File: config.mk
export PLATFORM = sky130hd
export DESIGN_NAME = gate_door_pulse_controller
export DESIGN_NICKNAME = d
export VERILOG_FILES = /design/src/hdl/gdpc_pkg.sv /design/src/hdl/gate_door_pulse_controller.sv
export VERILOG_INCLUDE_DIRS = /design/src /design/src/hdl
export SDC_FILE = /design/constraint.sdc
export NUM_CORES = 1
export LEC_CHECK = 0
export ABC_CLOCK_PERIOD_IN_PS = 6100
export BUFFER_PORTS_ARGS = -buffer_cell sky130_fd_sc_hd__buf_4
export CORE_MARGIN = 10
export CORE_UTILIZATION = 50
export DETAILED_ROUTE_END_ITERATION = 8
export GPL_ROUTABILITY_DRIVEN = 1
export PLACE_DENSITY = 0.69
export SLEW_MARGIN = 25
export SYNTH_ARGS = -nofsm -noshare
export SYNTH_HDL_FRONTEND = slang
export SYNTH_SLANG_ARGS = --single-unit
File: constraint.sdc
create_clock -name clk -period 6.1 [get_ports clk]
set_clock_uncertainty 0.05 [all_clocks]
set_input_delay 0.61 -clock clk [delete_from_list [all_inputs] [get_ports clk]]
set_output_delay 0.61 -clock clk [all_outputs]
set_load 0.02 [all_outputs]
File: src/hdl/gate_door_pulse_controller_defines.svh
// ----------------------------------------------------------------------------
// gate_door_pulse_controller_defines
// Assertion macros for the gate door pulse controller.
// ----------------------------------------------------------------------------
`ifndef GATE_DOOR_PULSE_CONTROLLER_DEFINES_SVH
`define GATE_DOOR_PULSE_CONTROLLER_DEFINES_SVH

`ifndef SYNTHESIS

// same-cycle implication, sampled on clk, off while rst_n is low
`define GDPC_ASSERT_NOW(lbl, ante, cons, msg) \
    lbl: assert property (@(posedge clk) disable iff (!rst_n) (ante) |-> (cons)) \
        else $error(msg);

// next-cycle implication
`define GDPC_ASSERT_NEXT(lbl, ante, cons, msg) \
    lbl: assert property (@(posedge clk) disable iff (!rst_n) (ante) |=> (cons)) \
        else $error(msg);

`else

`define GDPC_ASSERT_NOW(lbl, ante, cons, msg)
`define GDPC_ASSERT_NEXT(lbl, ante, cons, msg)

`endif

`endif

File: src/hdl/gdpc_pkg.sv
`timescale 1ns / 1ps
// ----------------------------------------------------------------------------
// gdpc_pkg
// Types, codes and action tables of the gate door pulse controller.
// ----------------------------------------------------------------------------
package gdpc_pkg;

    localparam int QUEUE_DEPTH = 8;
    localparam int HEAD_W      = $clog2(QUEUE_DEPTH);
    localparam int CNT_W       = $clog2(QUEUE_DEPTH + 1);

    localparam int CFG_IDX_W  = 2;
    localparam int CFG_DATA_W = 32;

    localparam logic [CFG_IDX_W-1:0] CFG_CMD_DELAY      = 2'd0;
    localparam logic [CFG_IDX_W-1:0] CFG_WARNING_TIME   = 2'd1;
    localparam logic [CFG_IDX_W-1:0] CFG_TRAVEL_TIMEOUT = 2'd2;

    localparam logic [15:0] CMD_DELAY_RST      = 16'd500;
    localparam logic [15:0] WARNING_TIME_RST   = 16'd3000;
    localparam logic [31:0] TRAVEL_TIMEOUT_RST = 32'd60000;

    typedef logic [1:0] cmd_t;
    localparam cmd_t CMD_NONE = 2'd0;
    localparam cmd_t CMD_STOP = 2'd1;
    localparam cmd_t CMD_UP   = 2'd2;
    localparam cmd_t CMD_DOWN = 2'd3;

    // bit 0 level, bits 2..1 line
    typedef logic [2:0] act_t;
    localparam act_t ACT_STOP_LO = 3'd0;
    localparam act_t ACT_STOP_HI = 3'd1;
    localparam act_t ACT_WARN_LO = 3'd2;
    localparam act_t ACT_WARN_HI = 3'd3;
    localparam act_t ACT_UP_LO   = 3'd4;
    localparam act_t ACT_UP_HI   = 3'd5;
    localparam act_t ACT_DOWN_LO = 3'd6;
    localparam act_t ACT_DOWN_HI = 3'd7;

    // drive line bit positions
    localparam int LINE_UP_BIT   = 0;
    localparam int LINE_DOWN_BIT = 1;
    localparam int LINE_STOP_BIT = 2;
    localparam int LINE_WARN_BIT = 3;

    typedef logic [1:0] rep_t;
    localparam rep_t REP_OPEN    = 2'd0;
    localparam rep_t REP_CLOSED  = 2'd1;
    localparam rep_t REP_CLOSING = 2'd2;
    localparam rep_t REP_OPENING = 2'd3;

    // queued sequences; every push follows a queue clear
    typedef logic [1:0] seq_t;
    localparam seq_t SEQ_STOP       = 2'd0;
    localparam seq_t SEQ_UP         = 2'd1;
    localparam seq_t SEQ_DOWN_WARN  = 2'd2;
    localparam seq_t SEQ_DOWN_PLAIN = 2'd3;

    function automatic logic [CNT_W-1:0] seq_len(input seq_t seq);
        logic [CNT_W-1:0] len;
        case (seq)
            SEQ_STOP:       len = CNT_W'(2);
            SEQ_UP:         len = CNT_W'(4);
            SEQ_DOWN_WARN:  len = CNT_W'(8);
            SEQ_DOWN_PLAIN: len = CNT_W'(4);
            default:        len = CNT_W'(2);
        endcase
        return len;
    endfunction

    function automatic act_t seq_act(input seq_t seq, input logic [HEAD_W-1:0] idx);
        act_t act;
        int   pos;
        pos = int'(idx);
        act = ACT_STOP_LO;
        case (seq)
            SEQ_UP:
            begin
                case (pos)
                    0:       act = ACT_STOP_HI;
                    1:       act = ACT_STOP_LO;
                    2:       act = ACT_UP_HI;
                    3:       act = ACT_UP_LO;
                    default: act = ACT_STOP_LO;
                endcase
            end
            SEQ_DOWN_WARN:
            begin
                case (pos)
                    0:       act = ACT_STOP_HI;
                    1:       act = ACT_STOP_LO;
                    2:       act = ACT_WARN_HI;
                    3:       act = ACT_WARN_LO;
                    4:       act = ACT_STOP_HI;
                    5:       act = ACT_STOP_LO;
                    6:       act = ACT_DOWN_HI;
                    7:       act = ACT_DOWN_LO;
                    default: act = ACT_STOP_LO;
                endcase
            end
            SEQ_DOWN_PLAIN:
            begin
                case (pos)
                    0:       act = ACT_STOP_HI;
                    1:       act = ACT_STOP_LO;
                    2:       act = ACT_DOWN_HI;
                    3:       act = ACT_DOWN_LO;
                    default: act = ACT_STOP_LO;
                endcase
            end
            default:
            begin
                case (pos)
                    0:       act = ACT_STOP_HI;
                    default: act = ACT_STOP_LO;
                endcase
            end
        endcase
        return act;
    endfunction

    function automatic logic [3:0] line_mask(input act_t act);
        logic [3:0] mask;
        mask = 4'b0000;
        case (act[2:1])
            2'd0:    mask[LINE_STOP_BIT] = 1'b1;
            2'd1:    mask[LINE_WARN_BIT] = 1'b1;
            2'd2:    mask[LINE_UP_BIT]   = 1'b1;
            2'd3:    mask[LINE_DOWN_BIT] = 1'b1;
            default: mask = 4'b0000;
        endcase
        return mask;
    endfunction

    // edge events in report order: up rise, down rise, up fall, down fall
    function automatic rep_t edge_rep(input int idx);
        rep_t rep;
        case (idx)
            0:       rep = REP_OPEN;
            1:       rep = REP_CLOSED;
            2:       rep = REP_CLOSING;
            default: rep = REP_OPENING;
        endcase
        return rep;
    endfunction

endpackage

File: src/hdl/gate_door_pulse_controller.sv
`timescale 1ns / 1ps
// Path from item accept to result: input register, then result register; out_valid
// rises when the item advances out of the input register, which out_stall can hold.
// Throughput: 1 item per cycle unless out_stall holds a pending result; the result
// register and the queue sequencer update together, so back-to-back ticks run without
// bubbles. Reset: rst_n asynchronous active low; internal line state low, queue empty,
// tick counter zero, configuration at 500 / 3000 / 60000 ms; result fields not reset.
// ----------------------------------------------------------------------------
// gate_door_pulse_controller
// Gate door pulse sequencer with limit switch tracking, one item per tick.
// ----------------------------------------------------------------------------
`include "gate_door_pulse_controller_defines.svh"

module gate_door_pulse_controller
    import gdpc_pkg::*;
(
    input  logic                  clk,
    input  logic                  rst_n,
    input  logic                  cfg_we,
    input  logic [CFG_IDX_W-1:0]  cfg_index,
    input  logic [CFG_DATA_W-1:0] cfg_data,
    input  logic                  in_valid,
    output logic                  in_stall,
    input  logic [1:0]            cmd,
    input  logic                  limit_up,
    input  logic                  limit_down,
    output logic                  out_valid,
    input  logic                  out_stall,
    output logic                  drive_up,
    output logic                  drive_down,
    output logic                  drive_stop,
    output logic                  drive_warn,
    output logic                  cmd_ignored,
    output logic [1:0]            report_count,
    output logic [1:0]            first_report,
    output logic [1:0]            second_report
);

    // configuration
    logic [15:0] cmd_delay_reg;
    logic [15:0] warning_time_reg;
    logic [31:0] travel_timeout_reg;

    // input stage
    logic        s1_valid_reg;
    logic        s1_valid_next;
    cmd_t        s1_cmd_reg;
    logic        s1_up_reg;
    logic        s1_down_reg;
    logic        load_in;
    logic        advance;

    // controller state
    logic [31:0]       tick_reg;
    logic              prev_up_reg;
    logic              prev_down_reg;
    logic              travelling_reg;
    logic              travelling_next;
    logic [31:0]       travel_start_reg;
    logic [31:0]       travel_start_next;
    seq_t              seq_reg;
    seq_t              seq_next;
    logic [HEAD_W-1:0] head_reg;
    logic [HEAD_W-1:0] head_next;
    logic [CNT_W-1:0]  count_reg;
    logic [CNT_W-1:0]  count_next;
    logic              started_reg;
    logic              started_next;
    logic [31:0]       pulse_start_reg;
    logic [31:0]       pulse_start_next;
    logic [3:0]        lines_reg;
    logic [3:0]        lines_next;
    logic              prev_hold;

    // command and queue
    logic              take_cmd;
    logic              ignored;
    seq_t              cmd_seq;
    seq_t              q_seq;
    logic [HEAD_W-1:0] q_head;
    logic [CNT_W-1:0]  q_count;
    logic              q_started;
    logic [31:0]       q_start;
    logic [3:0]        q_lines;
    logic [31:0]       elapsed;
    act_t              head_act;
    logic [3:0]        head_mask;
    logic              pop;

    // limit tracking
    logic [31:0] travel_time;
    logic        timeout;
    logic [3:0]  edges;
    logic [1:0]  rep_n;
    rep_t        rep0;
    rep_t        rep1;

    // result register
    logic        out_valid_reg;
    logic        out_valid_next;
    logic [3:0]  res_lines_reg;
    logic        res_ignored_reg;
    logic [1:0]  res_count_reg;
    rep_t        res_rep0_reg;
    rep_t        res_rep1_reg;

    assign advance  = s1_valid_reg && (!out_valid_reg || !out_stall);
    assign in_stall = s1_valid_reg && !advance;
    assign load_in  = in_valid && !in_stall;

    always_comb
    begin
        if (load_in)
        begin
            s1_valid_next = 1'b1;
        end
        else if (advance)
        begin
            s1_valid_next = 1'b0;
        end
        else
        begin
            s1_valid_next = s1_valid_reg;
        end

        if (advance)
        begin
            out_valid_next = 1'b1;
        end
        else if (out_stall)
        begin
            out_valid_next = out_valid_reg;
        end
        else
        begin
            out_valid_next = 1'b0;
        end
    end

    // command decode and queue pop
    always_comb
    begin
        take_cmd = 1'b0;
        ignored  = 1'b0;
        cmd_seq  = SEQ_STOP;
        case (s1_cmd_reg)
            CMD_STOP:
            begin
                take_cmd = 1'b1;
            end
            CMD_UP:
            begin
                ignored  = prev_up_reg;
                take_cmd = !prev_up_reg;
                cmd_seq  = SEQ_UP;
            end
            CMD_DOWN:
            begin
                ignored  = prev_down_reg;
                take_cmd = !prev_down_reg;
                cmd_seq  = (warning_time_reg != 16'd0) ? SEQ_DOWN_WARN : SEQ_DOWN_PLAIN;
            end
            default:
            begin
                take_cmd = 1'b0;
            end
        endcase

        q_seq     = take_cmd ? cmd_seq : seq_reg;
        q_head    = take_cmd ? '0 : head_reg;
        q_count   = take_cmd ? seq_len(cmd_seq) : count_reg;
        q_started = take_cmd ? 1'b0 : started_reg;
        q_start   = take_cmd ? 32'd0 : pulse_start_reg;
        q_lines   = take_cmd ? 4'b0000 : lines_reg;

        elapsed   = tick_reg - q_start;
        head_act  = seq_act(q_seq, q_head);
        head_mask = line_mask(head_act);

        pop = (q_count != '0)
            && !(q_started && (elapsed < {16'd0, cmd_delay_reg}))
            && !((head_act == ACT_WARN_LO) && q_started
                 && (elapsed < {16'd0, warning_time_reg}));

        seq_next         = q_seq;
        head_next        = q_head;
        count_next       = q_count;
        started_next     = q_started;
        pulse_start_next = q_start;
        lines_next       = q_lines;
        if (pop)
        begin
            head_next        = q_head + HEAD_W'(1);
            count_next       = q_count - CNT_W'(1);
            started_next     = 1'b1;
            pulse_start_next = tick_reg;
            if (head_act[0])
            begin
                lines_next = q_lines | head_mask;
            end
            else
            begin
                lines_next = q_lines & ~head_mask;
            end
        end
    end

    // limit switch edges and travel timeout
    always_comb
    begin
        prev_hold   = (s1_up_reg && prev_up_reg) || (s1_down_reg && prev_down_reg);
        travel_time = tick_reg - travel_start_reg;
        timeout     = !prev_hold && !s1_up_reg && !prev_up_reg && !s1_down_reg
                    && !prev_down_reg && travelling_reg && (travel_time > travel_timeout_reg);
        edges[0] = !prev_hold && s1_up_reg && !prev_up_reg;
        edges[1] = !prev_hold && s1_down_reg && !prev_down_reg;
        edges[2] = !prev_hold && !s1_up_reg && prev_up_reg;
        edges[3] = !prev_hold && !s1_down_reg && prev_down_reg;

        rep_n = 2'd0;
        rep0  = REP_OPEN;
        rep1  = REP_OPEN;
        if (timeout)
        begin
            rep_n = 2'd1;
        end
        for (int i = 0; i < 4; i++)
        begin
            if (edges[i] && (rep_n != 2'd2))
            begin
                if (rep_n == 2'd0)
                begin
                    rep0 = edge_rep(i);
                end
                else
                begin
                    rep1 = edge_rep(i);
                end
                rep_n = rep_n + 2'd1;
            end
        end

        travelling_next   = travelling_reg;
        travel_start_next = travel_start_reg;
        if (edges[2] || edges[3])
        begin
            travelling_next   = 1'b1;
            travel_start_next = tick_reg;
        end
        else if (timeout || edges[0] || edges[1])
        begin
            travelling_next = 1'b0;
        end
    end

    always_ff @(posedge clk or negedge rst_n)
    begin
        if (!rst_n)
        begin
            cmd_delay_reg      <= CMD_DELAY_RST;
            warning_time_reg   <= WARNING_TIME_RST;
            travel_timeout_reg <= TRAVEL_TIMEOUT_RST;
        end
        else if (cfg_we)
        begin
            case (cfg_index)
                CFG_CMD_DELAY:      cmd_delay_reg      <= cfg_data[15:0];
                CFG_WARNING_TIME:   warning_time_reg   <= cfg_data[15:0];
                CFG_TRAVEL_TIMEOUT: travel_timeout_reg <= cfg_data;
                default:            ;
            endcase
        end
    end

    always_ff @(posedge clk or negedge rst_n)
    begin
        if (!rst_n)
        begin
            s1_valid_reg     <= 1'b0;
            out_valid_reg    <= 1'b0;
            tick_reg         <= 32'd0;
            prev_up_reg      <= 1'b0;
            prev_down_reg    <= 1'b0;
            travelling_reg   <= 1'b0;
            travel_start_reg <= 32'd0;
            seq_reg          <= SEQ_STOP;
            head_reg         <= '0;
            count_reg        <= '0;
            started_reg      <= 1'b0;
            pulse_start_reg  <= 32'd0;
            lines_reg        <= 4'b0000;
        end
        else
        begin
            s1_valid_reg  <= s1_valid_next;
            out_valid_reg <= out_valid_next;
            if (advance)
            begin
                tick_reg         <= tick_reg + 32'd1;
                travelling_reg   <= travelling_next;
                travel_start_reg <= travel_start_next;
                seq_reg          <= seq_next;
                head_reg         <= head_next;
                count_reg        <= count_next;
                started_reg      <= started_next;
                pulse_start_reg  <= pulse_start_next;
                lines_reg        <= lines_next;
                if (!prev_hold)
                begin
                    prev_up_reg   <= s1_up_reg;
                    prev_down_reg <= s1_down_reg;
                end
            end
        end
    end

    always_ff @(posedge clk)
    begin
        if (load_in)
        begin
            s1_cmd_reg  <= cmd;
            s1_up_reg   <= limit_up;
            s1_down_reg <= limit_down;
        end
        if (advance)
        begin
            res_lines_reg   <= lines_next;
            res_ignored_reg <= ignored;
            res_count_reg   <= rep_n;
            res_rep0_reg    <= rep0;
            res_rep1_reg    <= rep1;
        end
    end

    assign out_valid     = out_valid_reg;
    assign drive_up      = res_lines_reg[LINE_UP_BIT];
    assign drive_down    = res_lines_reg[LINE_DOWN_BIT];
    assign drive_stop    = res_lines_reg[LINE_STOP_BIT];
    assign drive_warn    = res_lines_reg[LINE_WARN_BIT];
    assign cmd_ignored   = res_ignored_reg;
    assign report_count  = res_count_reg;
    assign first_report  = res_rep0_reg;
    assign second_report = res_rep1_reg;

    `GDPC_ASSERT_NOW(a_queue_bound, 1'b1, count_reg <= CNT_W'(QUEUE_DEPTH), "queue count overflow")
    `GDPC_ASSERT_NOW(a_one_line_high, 1'b1, $onehot0(lines_reg), "more than one drive line high")
    `GDPC_ASSERT_NEXT(a_result_follows, advance, out_valid_reg, "advanced item left no result")

endmodule

==> summary.md <==
| Metric | Value |
|---|---|
| Post-synthesis mux area share | 0.0767 |
| Die W | 186 µm |
| Initial antenna violation count | 0 |
| # nets final | 1807 |
| H-tree levels | 4 |
| CTS tree | built |
| Worst Setup End Kind | register |
| Final WL | 35800 µm |
| CTS clk-pin slew, worst paths | about 80 ps |
| Worst R2R Start | travel_start_reg[1]$_DFFE_PN0P_ |
| Routed Antenna Nets | 0 |
| RR Endpoint | first_report[0]$_DFFE_PP_ |
| Maximum vdd drop | 0.232 mV |
| Critical path startpoint category | register |
| Final period utilization | 1.05 |
| DP HPWL | 26800 µm |
| Worst hold path type | in2async |
| Buffer depth of the longest clock path | 2 |
| Fmax achieved | between 150 and 200 MHz |
| Wire per inst | 18.1 µm |
| Num CTS Buffers | 17 |
| Clock Latency Late Sink | about 450 ps |
| Drt drc | 0 |
| Area growth syn-to-layout | 19.2% |
| Worst Path Class, Setup | reg2reg |
| Port Buffers | 55 |
| Fill count | around 2300 |
| Failing checks | negative setup slack |
| Post-synthesis compound-gate area fraction | 0.182 |
| Synth Area in Adders | 0.130 |
| Largest family of logic cells by synthesized area | compound AO/OA/AOI/OAI gates |
| Post-Synth Simple-Gate Area | 0.149 |
| Synth Instances | roughly 1500 |
| N_diodes | 0 |
| Setup violations, final | 6 |
| Worst-margin pin slew | 1060 ps |
| Sequential element share of the synthesized area | 0.361 |
| Layout cells sized above 1 | 0.237 |
| Arrival time worst endpoint | 6530 ps |
| Final Hold Vio Count | 0 |
| I/O pin cnt | 56 |
| Pin count of the biggest net entering global routing | 73 |
| R2R setup slack | -290 ps |
| Yosys top cell area share | 0.290 |
| XOR/XNOR share of the synthesized area | 0.0497 |
| Vias per cell | 5.86 |
| Most used DFF post-synth | dfrtp_1 |
| Worst setup margin | -293 ps |
| Outcome | complete, but fails checks |
| MaxCap Viol Count | 0 |
| Syn Std Cell Area | between 0.01 and 0.015 mm² |
| Router iterations before antenna repair | 7 |
| Worst R2R Path Depth | 35 |
| Core area | 0.0270 mm² |
| Tot Pwr | 7.47 mW |
| Pins Over Slew Limit | 0 |
| Leakage dissipation | slightly above 8 nW |
| Yosys cell types | 73 |
| Asr flop ratio synth | 0.923 |
| Top post-synthesis cells by area | dfrtp_1 29%, ha_1 13%, mux2_2 6.7%, dfstp_2 3.8%, inv_1 3.5% |
| Crit-path max cell delay | 390 ps |
| Clock sinks | 194 |
| DRT iter0 DRCs | 778 |
| Cell family with most CP delay | compound AO/OA/AOI/OAI gates |
| First-pass GRT wire length | 58500 µm |
| Crit path time final | 6390 ps |
| Global Route Usage Sum | 0.210 |
| Max Fanout on Critical Path | 3 |
| Gpl congestion | 0.933 |
| Max-slew headroom | 0.295 |
| Count leader, synth | dfrtp_1 |
| Initial Utilization | 0.508 |
| Required time of the worst setup path | 6240 ps |
| Root buffer cell | clkbuf_16 |
| Synth area leader | dfrtp_1 |
| Row cnt | 60 |
| Synth cell count leaders | 159 x dfrtp_1, 139 x ha_1, 128 x inv_1 |
| Avg Inst Size Synth | 9.41 µm² |
| Syn. warnings | 0 |
| Post-Syn Nets | 1644 |
| Inst Count DP | a little under 2000 |
| RSZ-0062 raised after global routing | yes |
| Worst Path Buf+Inv | 4 |
| Worst path slowest cell | dfrtp_1 |
| Non-filler cells in the finished layout | 1977 |
| Number of global-route vias before repair | approximately 12000 |
| Grt ovf | 0 |
| Flops & latches, synth | between 150 and 200 |
| Total number of vias | 11600 |
| Cell repeated most along the worst path | a21o_1 |
| Post-synth EDFFs | 15 |
| Die H | 186 µm |
| P per Cell Area | approximately 460 mW/mm² |
| Die footprint | 0.0345 mm² |
[layer usage]
| layer | share of wire | GRT usage | vias up |
|---|---|---|---|
| met3 | 0.042 | 0.0324 | 60 |
| li1 | - | - | 5600 |
| met5 | 0 | 0 | - |
| met1 | 0.46 | 0.270 | 5653 |
| met4 | 0.023 | 0.0658 | 0 |
| met2 | 0.48 | 0.354 | 275 |
[metrics by stage]
stage                     setup TNS [ps]  setup slack (ps)   util  hold WS [ps]  instance area, µm²
after CTS                          -1880              -335  0.598           151               16200
after global placement             -2810              -516  0.570           414               15400
final                              -1430              -293  0.606           105               16400
after detailed placement           -3230              -589  0.570           432               15400
after global routing               -2930              -543  0.606           162               16400
after floorplan                     -208             -96.9      -           264               13800
[area by class of cell]
class / count / area (µm²) / share of cell area
multi-input cells: 1086 / 8340 / 0.510
flip-flops and latches: 194 / 4960 / 0.303
clock inverters: 10 / 130 / 0.00795
well taps: 341 / 427 / 0.0261
repair buffers: 196 / 1520 / 0.0926
inverters: 128 / 480 / 0.0294
clock buffers: 22 / 517 / 0.0316
[cells by family (layout without fill, tap and decap cells)]
group | after synthesis | count (layout)
adders and majority gates | 141 | 141
buffers and inverters | 180 | 356
and+or+nand+nor | 413 | 413
muxes | 95 | 95
xor gates and xnor gates | 78 | 78
AOI/OAI and AO/OA | 359 | 359
DFF | 194 | 194
[where the power goes]
group / internal (mW) / total [mW] / leakage (nW) / switching (mW)
Combinational: 2.24 / 4.61 / 5.34 / 2.37
Clock: 0.696 / 1.23 / 0.313 / 0.532
Sequential: 1.52 / 1.64 / 2.43 / 0.118
Total: 4.45 / 7.47 / 8.08 / 3.02
[cell usage in the layout, fill, tap and decap left out, types with 44 or more instances in the layout]
cell	Yosys	routed
buf_4	0	189
dfrtp_1	159	158
ha_1	139	134
nand2_1	127	126
inv_1	128	125
mux2_2	82	82
a21oi_1	75	69
o21ai_0	72	66
nor2_1	72	66
xnor2_1	53	51
a21o_1	47	47
nand3_1	46	44
[worst register-to-register path: cells and delay by family, from the launching register on]
kind                     cells  cell delay [ps]
AND/OR/NAND/NOR              8              970
flip-flops                   1              390
XOR/XNOR                     2              240
adder cells (fa/ha/maj)      5             1070
AO/OA/AOI/OAI               16             2900
buffers and inverters        4              510
[worst max path at each step]
stage                                     from                        end  cells after the start  slack [ps]
4_1_cts        travel_start_reg[1]$_DFFE_PN0P_  first_report[0]$_DFFE_PP_                     35        -340
3_3_place_gp           tick_reg[0]$_DFFE_PN0P_  first_report[1]$_DFFE_PP_                     35        -520
2_1_floorplan          tick_reg[1]$_DFFE_PN0P_  first_report[0]$_DFFE_PP_                     34        -100
6_report       travel_start_reg[1]$_DFFE_PN0P_  first_report[0]$_DFFE_PP_                     35        -290
5_1_grt        travel_start_reg[1]$_DFFE_PN0P_  first_report[1]$_DFFE_PP_                     35        -540
3_5_place_dp           tick_reg[0]$_DFFE_PN0P_  first_report[0]$_DFFE_PP_                     35        -590
[repair_timing]
| item | 4_1_cts | 5_1_grt |
|---|---|---|
| hold buffers | 0 | 0 |
| endpoints found under the setup margin | 6 | 52 |
| resized for setup | 16 | 32 |
| buffers inserted | 4 | 8 |
| pin swaps | 25 | 22 |
Power figures use the tool's default switching activity.
